### src/rtl/door_open_monitor_led_status_unit_macros.svh
// Assertion macros for the door open monitor LED status unit.
// Depends on clk_i and rst_ni being visible at the point of use.
`ifndef DOOR_OPEN_MONITOR_LED_STATUS_UNIT_MACROS_SVH
`define DOOR_OPEN_MONITOR_LED_STATUS_UNIT_MACROS_SVH

// Same-cycle check, sampled on the rising clock edge, off during reset.
`define DOMLS_ASSERT(label, prop, msg) \
  label: assert property (@(posedge clk_i) disable iff (!rst_ni) (prop)) else $error(msg);

// Check in the cycle after the trigger.
`define DOMLS_ASSERT_NEXT(label, trig, prop, msg) \
  label: assert property (@(posedge clk_i) disable iff (!rst_ni) (trig) |=> (prop)) \
    else $error(msg);

`endif

### src/rtl/domls_pkg.sv
// Shared types and constants for the door open monitor LED status unit.
// No dependencies.
`timescale 1ns / 1ps
`default_nettype none

package domls_pkg;

  localparam int unsigned DOOR_SLOTS = 8;
  localparam int unsigned TICK_W     = 16;
  localparam int unsigned CFG_ADDR_W = 8;
  localparam int unsigned CFG_DATA_W = 16;

  localparam logic [CFG_ADDR_W-1:0] CFG_TEST_ENABLE  = 8'd0;
  localparam logic [CFG_ADDR_W-1:0] CFG_SIX_CHAMBERS = 8'd1;
  localparam logic [CFG_ADDR_W-1:0] CFG_OPEN_LIMIT   = 8'd2;
  localparam logic [CFG_ADDR_W-1:0] CFG_BLINK_RELOAD = 8'd3;

  localparam logic [TICK_W-1:0] OPEN_LIMIT_RST   = 16'd300;
  localparam logic [TICK_W-1:0] BLINK_RELOAD_RST = 16'd5;
  localparam logic [TICK_W-1:0] BLINK_COUNT_RST  = 16'd10;

  typedef struct packed {
    logic open;
    logic error;
    logic changed;
  } door_stat_t;

endpackage

`default_nettype wire

### src/rtl/domls_door.sv
// One door lane: open-time counter, error flag and seen-open edge tracker.
// Depends on domls_pkg.
`timescale 1ns / 1ps
`default_nettype none

module domls_door (
  input  wire logic                          clk_i,
  input  wire logic                          rst_ni,
  input  wire logic                          tick_i,
  input  wire logic                          open_i,
  input  wire logic [domls_pkg::TICK_W-1:0]  limit_i,
  output domls_pkg::door_stat_t              stat_o
);
  import domls_pkg::*;

  logic [TICK_W-1:0] ticks_q, ticks_d;
  logic              err_q, err_d;
  logic              seen_q;

  always_comb begin
    ticks_d = ticks_q;
    err_d   = err_q;
    if (open_i) begin
      if (ticks_q == limit_i) begin
        err_d = 1'b1;
      end else begin
        ticks_d = ticks_q + 1'b1;
      end
    end else begin
      ticks_d = '0;
      err_d   = 1'b0;
    end
  end

  always_ff @(posedge clk_i or negedge rst_ni) begin
    if (!rst_ni) begin
      ticks_q <= '0;
      err_q   <= 1'b0;
      seen_q  <= 1'b0;
    end else if (tick_i) begin
      ticks_q <= ticks_d;
      err_q   <= err_d;
      seen_q  <= open_i;
    end
  end

  assign stat_o.open    = open_i;
  assign stat_o.error   = err_d;
  assign stat_o.changed = open_i ^ seen_q;

endmodule

`default_nettype wire

### src/rtl/domls_blink.sv
// Blink timer: down counter with reload and a toggling phase bit.
// Depends on domls_pkg.
`timescale 1ns / 1ps
`default_nettype none

module domls_blink (
  input  wire logic                          clk_i,
  input  wire logic                          rst_ni,
  input  wire logic                          adv_i,
  input  wire logic [domls_pkg::TICK_W-1:0]  reload_i,
  output logic                               phase_o
);
  import domls_pkg::*;

  logic [TICK_W-1:0] cnt_q, cnt_d;
  logic              phase_q, phase_d;

  always_comb begin
    if (cnt_q == '0) begin
      cnt_d   = reload_i;
      phase_d = ~phase_q;
    end else begin
      cnt_d   = cnt_q - 1'b1;
      phase_d = phase_q;
    end
  end

  always_ff @(posedge clk_i or negedge rst_ni) begin
    if (!rst_ni) begin
      cnt_q   <= BLINK_COUNT_RST;
      phase_q <= 1'b0;
    end else if (adv_i) begin
      cnt_q   <= cnt_d;
      phase_q <= phase_d;
    end
  end

  assign phase_o = phase_d;

endmodule

`default_nettype wire

### src/rtl/door_open_monitor_led_status_unit.sv
// Door open monitor with LED status: one 0.1 s tick per beat, one result per tick.
// Each accepted tick is evaluated in a single pass across all door lanes and lands in
// the result register on the edge that accepts it, so a tick can be accepted every
// clock while in_stall_o is low. in_stall_o rises only while the result register is
// full and out_stall_i holds it. Reset needs no clearing pass. Depends on domls_pkg,
// domls_door, domls_blink and door_open_monitor_led_status_unit_macros.svh.
`timescale 1ns / 1ps
`default_nettype none

`include "door_open_monitor_led_status_unit_macros.svh"

module door_open_monitor_led_status_unit #(
  parameter int unsigned NUM_DOORS = 8
) (
  input  wire logic                              clk_i,
  input  wire logic                              rst_ni,
  input  wire logic                              cfg_valid_i,
  output logic                                   cfg_ready_o,
  input  wire logic [domls_pkg::CFG_ADDR_W-1:0]  cfg_addr_i,
  input  wire logic [domls_pkg::CFG_DATA_W-1:0]  cfg_data_i,
  input  wire logic                              in_valid_i,
  output logic                                   in_stall_o,
  input  wire logic [7:0]                        door_pins_i,
  input  wire logic [7:0]                        working_bits_i,
  input  wire logic [15:0]                       test_colours_i,
  output logic                                   out_valid_o,
  input  wire logic                              out_stall_i,
  output logic [7:0]                             red_pins_o,
  output logic [7:0]                             green_pins_o,
  output logic [7:0]                             open_bits_o,
  output logic [7:0]                             error_bits_o,
  output logic                                   log_event_o,
  output logic [2:0]                             log_door_o,
  output logic                                   log_closed_o
);
  import domls_pkg::*;

  localparam int unsigned LIVE = (NUM_DOORS < DOOR_SLOTS) ? NUM_DOORS : DOOR_SLOTS;

  logic              test_q, six_q;
  logic [TICK_W-1:0] limit_q, reload_q;
  logic              cfg_acc, in_acc;
  logic              phase;
  door_stat_t        stat [DOOR_SLOTS];

  logic [7:0] red_d, green_d, open_d, err_d;
  logic       ev_d, closed_d;
  logic [2:0] door_d;

  logic       out_valid_q;
  logic [7:0] red_q, green_q, open_q, err_q;
  logic       ev_q, closed_q;
  logic [2:0] door_q;

  assign cfg_ready_o = 1'b1;
  assign cfg_acc     = cfg_valid_i & cfg_ready_o;
  assign in_stall_o  = out_valid_q & out_stall_i;
  assign in_acc      = in_valid_i & ~in_stall_o;

  always_ff @(posedge clk_i or negedge rst_ni) begin
    if (!rst_ni) begin
      test_q   <= 1'b0;
      six_q    <= 1'b0;
      limit_q  <= OPEN_LIMIT_RST;
      reload_q <= BLINK_RELOAD_RST;
    end else if (cfg_acc) begin
      unique case (cfg_addr_i)
        CFG_TEST_ENABLE:  test_q   <= cfg_data_i[0];
        CFG_SIX_CHAMBERS: six_q    <= cfg_data_i[0];
        CFG_OPEN_LIMIT:   limit_q  <= cfg_data_i[TICK_W-1:0];
        CFG_BLINK_RELOAD: reload_q <= cfg_data_i[TICK_W-1:0];
        default: ;
      endcase
    end
  end

  for (genvar i = 0; i < DOOR_SLOTS; i++) begin : g_door
    if (i < LIVE) begin : g_live
      localparam bit MASKABLE = (i >= 6);
      logic open;
      assign open = door_pins_i[7-i] & ~(six_q & MASKABLE);
      domls_door u_door (
        .clk_i   (clk_i),
        .rst_ni  (rst_ni),
        .tick_i  (in_acc),
        .open_i  (open),
        .limit_i (limit_q),
        .stat_o  (stat[i])
      );
    end else begin : g_dead
      assign stat[i] = '0;
    end
  end

  domls_blink u_blink (
    .clk_i    (clk_i),
    .rst_ni   (rst_ni),
    .adv_i    (in_acc & ~test_q),
    .reload_i (reload_q),
    .phase_o  (phase)
  );

  always_comb begin
    red_d    = '0;
    green_d  = '0;
    open_d   = '0;
    err_d    = '0;
    ev_d     = 1'b0;
    door_d   = '0;
    closed_d = 1'b0;
    for (int i = 0; i < DOOR_SLOTS; i++) begin
      open_d[i] = stat[i].open;
      err_d[i]  = stat[i].error;
      if (stat[i].changed) begin
        ev_d     = 1'b1;
        door_d   = 3'(i);
        closed_d = ~stat[i].open;
      end
    end
    for (int i = 0; i < LIVE; i++) begin
      if (test_q) begin
        red_d[7-i]   = test_colours_i[2*i];
        green_d[7-i] = test_colours_i[2*i+1];
      end else begin
        green_d[7-i] = stat[i].open ? phase : working_bits_i[i];
        red_d[7-i]   = ~green_d[7-i];
      end
    end
  end

  always_ff @(posedge clk_i or negedge rst_ni) begin
    if (!rst_ni) begin
      out_valid_q <= 1'b0;
    end else begin
      out_valid_q <= in_acc | (out_valid_q & out_stall_i);
    end
  end

  always_ff @(posedge clk_i) begin
    if (in_acc) begin
      red_q    <= red_d;
      green_q  <= green_d;
      open_q   <= open_d;
      err_q    <= err_d;
      ev_q     <= ev_d;
      door_q   <= door_d;
      closed_q <= closed_d;
    end
  end

  assign out_valid_o  = out_valid_q;
  assign red_pins_o   = red_q;
  assign green_pins_o = green_q;
  assign open_bits_o  = open_q;
  assign error_bits_o = err_q;
  assign log_event_o  = ev_q;
  assign log_door_o   = door_q;
  assign log_closed_o = closed_q;

  `DOMLS_ASSERT(a_err_needs_open, !out_valid_o || ((error_bits_o & ~open_bits_o) == 8'd0), "error bit set on a closed door")
  `DOMLS_ASSERT(a_quiet_log, !out_valid_o || log_event_o || (log_door_o == 3'd0 && !log_closed_o), "log fields set without a log event")
  `DOMLS_ASSERT_NEXT(a_result_follows, in_acc, out_valid_o, "accepted tick produced no result")

endmodule

`default_nettype wire

### config.mk
export PLATFORM = sky130hd
export DESIGN_NAME = door_open_monitor_led_status_unit
export DESIGN_NICKNAME = d
export VERILOG_FILES = /design/src/rtl/domls_pkg.sv /design/src/rtl/domls_door.sv /design/src/rtl/domls_blink.sv /design/src/rtl/door_open_monitor_led_status_unit.sv
export VERILOG_INCLUDE_DIRS = /design/src /design/src/rtl
export SDC_FILE = /design/constraint.sdc
export NUM_CORES = 1
export LEC_CHECK = 0
export BUFFER_PORTS_ARGS = -buffer_cell sky130_fd_sc_hd__buf_2
export CORE_MARGIN = 4
export CORE_UTILIZATION = 45
export CTS_CLUSTER_DIAMETER = 200
export CTS_CLUSTER_SIZE = 12
export DETAILED_ROUTE_END_ITERATION = 12
export PLACE_DENSITY = 0.66
export SLEW_MARGIN = 10
export SYNTH_ARGS = -nofsm -noshare
export SYNTH_HDL_FRONTEND = slang
export SYNTH_SLANG_ARGS = --single-unit
### constraint.sdc
create_clock -name clk_i -period 2.7 [get_ports clk_i]
set_input_delay 0.405 -clock clk_i [delete_from_list [all_inputs] [get_ports clk_i]]
set_output_delay 0.405 -clock clk_i [all_outputs]
set_load 0.005 [all_outputs]
# Yosys cells after proc, flatten, opt, wreduce, memory -nomap -nowiden
# Index checks and enable logic that the tools add are counted.
totals:
  inputBits: 61
  output_inout_bits: 40
  register_bits: 233
  wordCells: 192
classes:
  n_addsub: 9
  n_bitwise: 34
  n_eq_ne: 19
  n_mux: 73
  n_reduce_logical: 17
ops:
  columns: ["cell", "n"]
  rows:
  - ["$mux 16", 17]
  - ["$add 16x1->16 const B", 8]
  - ["$eq 16x16->1", 8]
  - ["$mux 1", 52]
  - ["$reduce_and 2->1", 12]
  - ["$not 1->1", 20]
  - ["$eq 8x2->1 const B", 2]
  - ["$logic_not 16->1", 1]
  - ["$ne 2x2->1 const B", 8]
  - ["$sub 16x1->16 const B", 1]
  - ["$eq 8x1->1 const B", 1]
  - ["$logic_not 8->1", 1]
  - ["$mux 2", 4]
  - ["$xor 1x1->1", 8]
  - ["$reduce_or 7->1", 1]
  - ["$and 1x1->1", 5]
  - ["$reduce_or 4->1", 1]
  - ["$reduce_or 2->1", 1]
  - ["$or 1x1->1", 1]

# Depth between registers and ports, before layout
logic_depth:
  depth_word: 9
  ltp_mapped: 9

# Modules after synthesis
# Synthesis repeated with hierarchy kept, for this count alone.
unflattened:
  cells_unflattened: 1578
  hier_area_um2: 14835.5
modules_own_cells:
  columns: ["module", "seq_area_each_um2", "instances", "cells_each", "area_each_um2"]
  rows:
  - ["domls_door", 450.4, 8, 157, 1348.8]
  - ["door_open_monitor_led_status_unit", 1994.4, 1, 192, 2895.3]
  - ["domls_blink", 427.9, 1, 130, 1149.9]

# Least setup slack after synthesis
# Ideal clock, no wire load.
synth_timing:
  kind: "input to register"
  start: "in out_stall_i"
  end: "reg err_q[0] (netlist: error_bits_o[0]), enable pin"
  t_arrival_ps: 2503
  setup_time_ps: 415
  path_buffers: 3
  t_required_ps: 2285
  stages: 6
  slack_ps: -218
  path_cell_list: "nand2_1 > nand2_1 > clkinv_1 > clkbuf_1 > buf_1 > buf_1"
synth_between:
  elab_chain_cells: 3
synth_rtl:
  columns: ["element", "line_no", "source"]
  rows:
  - ["start: declaration", "door_open_monitor_led_status_unit.sv:27", "input wire logic out_stall_i,"]
  - ["$and 1x1->1", "door_open_monitor_led_status_unit.sv:57", "assign in_stall_o = out_valid_q & out_stall_i;"]
  - ["$not 1->1", "door_open_monitor_led_status_unit.sv:58", "assign in_acc = in_valid_i & ~in_stall_o;"]
  - ["$and 1x1->1", "door_open_monitor_led_status_unit.sv:58", null]
  - ["named net g_door[0].g_live.u_door.tick_i", "domls_door.sv:9", "input wire logic tick_i,"]
  - ["end signal: assignment", "door_open_monitor_led_status_unit.sv:144", "err_q <= err_d;"]
  - ["end: declaration", "door_open_monitor_led_status_unit.sv:51", "logic [7:0] red_q, green_q, open_q, err_q;"]
# The timed path passes the listed nets, and every way through them passes these cells.
# A chain may end at the register's enable or synchronous reset.

# Worst setup path in the final report
layout_timing:
  start: "reg u_blink.cnt_q[4]"
  end: "reg green_q[1] (netlist: green_pins_o[1]), data pin"
layout_between:
  elab_chain_cells: 4
layout_rtl:
  columns: ["element", "line_no", "source"]
  rows:
  - ["start: declaration", "domls_blink.sv:15", "logic [TICK_W-1:0] cnt_q, cnt_d;"]
  - ["start signal: assignment", "domls_blink.sv:33", "cnt_q <= cnt_d;"]
  - ["$logic_not 16->1", "domls_blink.sv:19", "if (cnt_q == '0) begin"]
  - ["$mux 1", "domls_blink.sv:19", null]
  - ["$mux 1", "door_open_monitor_led_status_unit.sv:125", "green_d[7-i] = stat[i].open ? phase : working_bits_i[i];"]
  - ["$mux 1", "door_open_monitor_led_status_unit.sv:121", "if (test_q) begin"]
  - ["named net green_d[1]", "door_open_monitor_led_status_unit.sv:46", "logic [7:0] red_d, green_d, open_d, err_d;"]
  - ["end signal: assignment", "door_open_monitor_led_status_unit.sv:142", "green_q <= green_d;"]
  - ["end: declaration", "door_open_monitor_led_status_unit.sv:51", null]
# The timed path passes the listed nets, and every way through them passes these cells.

==> impl_metrics.csv <==
group,metric,value,unit
timing,holdWs,101.4,ps
routing,wire_per_inst,18.63,um
clock_tree,cts_tree,"yes",
clock_tree,root_buffer,"clkbuf_16",
global_routing,grt_pass1_vias,10730,
worst_setup_path,endpoint_kind,"flip-flop",
worst_setup_path,cp_max_fo,8,
synth,yosysMostFrequentCell,"dfrtp_1",
clock_tree,clock_latency,520,ps
routing,drc_errors,0,
finish,final_area,15030,um2
die,coreArea,28940,um2
placement,portBuffers,99,
min_path,min-delay-path-class,"in -> reg",
power_and_ir_drop,irDropWorstVdd,0.0003761,V
finish,final_layout_size_suffix_gt1_share,16.03,%
timing,slew_headroom,48.43,%
worst_setup_path,cp.required,2970,ps
power_and_ir_drop,power_leakage,6.542,nW
global_routing,grt_antenna_before_repair,0,
routing,wirelength,35500,um
finish,fin_nets,1581,
clock_tree,clockBufferDepth,3,
clock_tree,cts.sinks,233,
finish,antennaDiodeCount,0,
routing,via_per_inst,5.857,
clock_tree,cts_made_buffers,23,
worst_setup_path,path_cells,"or4_4 > nor4b_4 > nand2_4 > xor2_4 > a211oi_2 > a21o_1",
routing,drtIter0Drc,976,
power_and_ir_drop,sw_frac_of_total,32.00,%
synth,synth_cell_types,74,
die,io_pins,101,
synth,synth_area_per_cell,9.377,um2
global_routing,grt_max_degree,93,
clock_tree,cts_resized,0,
clock_tree,clkTransAtPathRegs,60,ps
die,die_height,179.9,um
power_and_ir_drop,p_clk_share,30.7,%
power_and_ir_drop,p_sw,3.050,mW
placement,post-place-ws,271.0,ps
routing,final_antenna_net_count,0,
worst_setup_path,cp-start-kind,"flip-flop",
synth,synth_area_leaders,"dfrtp_1, edfxtp_1, xnor2_1, xor2_1, nand2_1",
timing,tns,0,ps
synth,synth_commonest_cells,"dfrtp_1, nand2_1, nor2_1, o21ai_0, xnor2_1",
run,maxCapViolCount,0,
timing,finalHoldViolCount,0,
worst_setup_path,critPathKind,"reg -> reg",
synth,syn_inst,1418,
timing,finClkSkew,16.27,ps
power_and_ir_drop,power_frac_comb,20.5,%
worst_setup_path,arrival,2750,ps
placement,hpwl,24440,um
timing,slew_violations,0,
synth,ys_seq_area_share,45.32,%
worst_setup_path,cpMaxStageDelayCell,"or4_4",
timing,rsz0062_at_grt,"false",
synth,async_reset_ff_share,84.12,%
synth,syn_nets,1490,
global_routing,grt_pass1_wl,57950,um
finish,syn_to_final_growth,13.03,%
power_and_ir_drop,internal-power,6.480,mW
synth,synth.ff_latch_count,233,
outcome,outcome,"complete, no violations",
global_routing,grt_util_all_layers,21.53,%
synth,synthFlopType,"dfrtp_1",
clock_tree,htree_levels,1,
timing,max_freq,0.4048,GHz
finish,final_util,51.94,%
routing,vias,11160,
placement,gp_congestion,0.9022,
die,die_w,179.9,um
timing,fin_crit,2471,ps
synth,synth_area_leader_cell,"dfrtp_1",
die,initial_utilization,45.95,%
placement,place_area,14380,um2
global_routing,grt_overflow_total,0,
synth,yosys_warnings,0,
routing,first_pass_iters,5,
timing,period_share,91.51,%
power_and_ir_drop,p_seq_share,48.8,%
power_and_ir_drop,powerDensity,634.1,nW/um2
timing,worst_slew_pin_slew,770.7,ps
synth,synth_top_area_share,35.38,%
synth,synth_edf_count,37,
timing,setup_viol,0,
die,core.rowCount,62,
worst_setup_path,slowest_delay,590,ps
synth,syn_area,13300,um2
die,die_area,32360,um2
timing,worst_slack,229.4,ps
## worst max-delay path: cells and delay by family, from the launching register on
kind | cells | cell delay [ps]
xor gates and xnor gates | 1 | 400
and+or+nand+nor | 3 | 1050
AOI/OAI and AO/OA | 2 | 320
DFF | 1 | 430
## path summary, 6_finish.rpt
check	startpoint	endpoint	cells after the start	slack, ps
setup / recovery	u_blink.cnt_q[4]$_DFFE_PN0P_	green_pins_o[1]$_DFFE_PP_	6	230
hold reg to reg	g_door[7].g_live.u_door.err_q$_DFFE_PN0P_	g_door[7].g_live.u_door.err_q$_DFFE_PN0P_	2	480
max in group asynchronous	rst_ni	u_blink.cnt_q[1]$_DFFE_PN1P_	3	1530
hold / removal	in_valid_i	out_valid_o$_DFF_PN0_	2	100
setup reg to reg	u_blink.cnt_q[4]$_DFFE_PN0P_	green_pins_o[1]$_DFFE_PP_	6	230
min in group asynchronous	rst_ni	g_door[3].g_live.u_door.ticks_q[4]$_DFFE_PN0P_	2	450
## layout by cell type (no fill, tap or decap), types with 41 or more instances in the layout
master and n:
nand2_1 135, o21ai_0 88, xnor2_1 87, nor2_1 107
a21oi_1 82, nand3_1 79, dfrtp_1 188, nand4_1 42
buf_4 41, buf_2 98, xor2_1 69
## final cells by class
| cell class | instances | area (um2) |
|---|---|---|
| tap | 384 | 480.5 |
| multi-input combinational | 1063 | 6789 |
| inverter | 41 | 155.1 |
| sequential | 233 | 6026 |
| timing repair buffer | 147 | 942.2 |
| fill | 2634 | 13910 |
| clock inverter | 1 | 8.758 |
| clock buffer | 37 | 628.1 |
## per-stage QoR
step	total power, mW	instances
final	9.530	1906
after floorplan	5.909	1418
after CTS	9.592	1906
after detailed placement	6.634	1867
after global routing	10.06	1906
after global placement	6.573	1867
## sequential cells by signal, indices dropped and copies added, names as in the netlist
name and count:
error_bits_o 8, g_door.g_live.u_door.err_q 8, g_door.g_live.u_door.seen_q 8, g_door.g_live.u_door.ticks_q 128, green_pins_o 8, limit_q 16, log_closed_o 1, log_door_o 3
log_event_o 1, open_bits_o 8, out_valid_o 1, red_pins_o 8, reload_q 16, six_q 1, test_q 1, u_blink.cnt_q 16
u_blink.phase_q 1
## power groups by stage
stage	logic (mW)	registers, mW	clock network, mW
2_1_floorplan	1.47	4.44	0
3_3_place_gp	1.90	4.67	0
3_5_place_dp	1.95	4.68	0
4_1_cts	1.96	4.63	3.00
5_1_grt	2.20	4.71	3.15
6_report	1.95	4.65	2.93
## per-layer routing
layer  GRT usage, %  up-vias  part of all wire (%)
met2          34.51      321                    47
met1          30.75     5492                    44
met5              0        -                     0
li1               -     5283                     -
met3          3.133       67                   6.5
met4          5.943        0                   2.7
## repair_timing
| item | 4_1_cts | 5_1_grt |
|---|---|---|
| setup buffers | 0 | 0 |
| hold endpoints to repair | 54 | 0 |
| hold buffers | 1 | 0 |
| setup endpoints to repair | 0 | 0 |
## kinds of logic after synthesis
group	synth area share (%)
flops	45.32
mux	3.877
fa+ha+maj	1.110
buf+inv	3.689
other cells	0.02820
compound gates	13.00
simple gates	22.50
xor+xnor	10.48
Note: power is estimated with default switching activity, not from simulation.
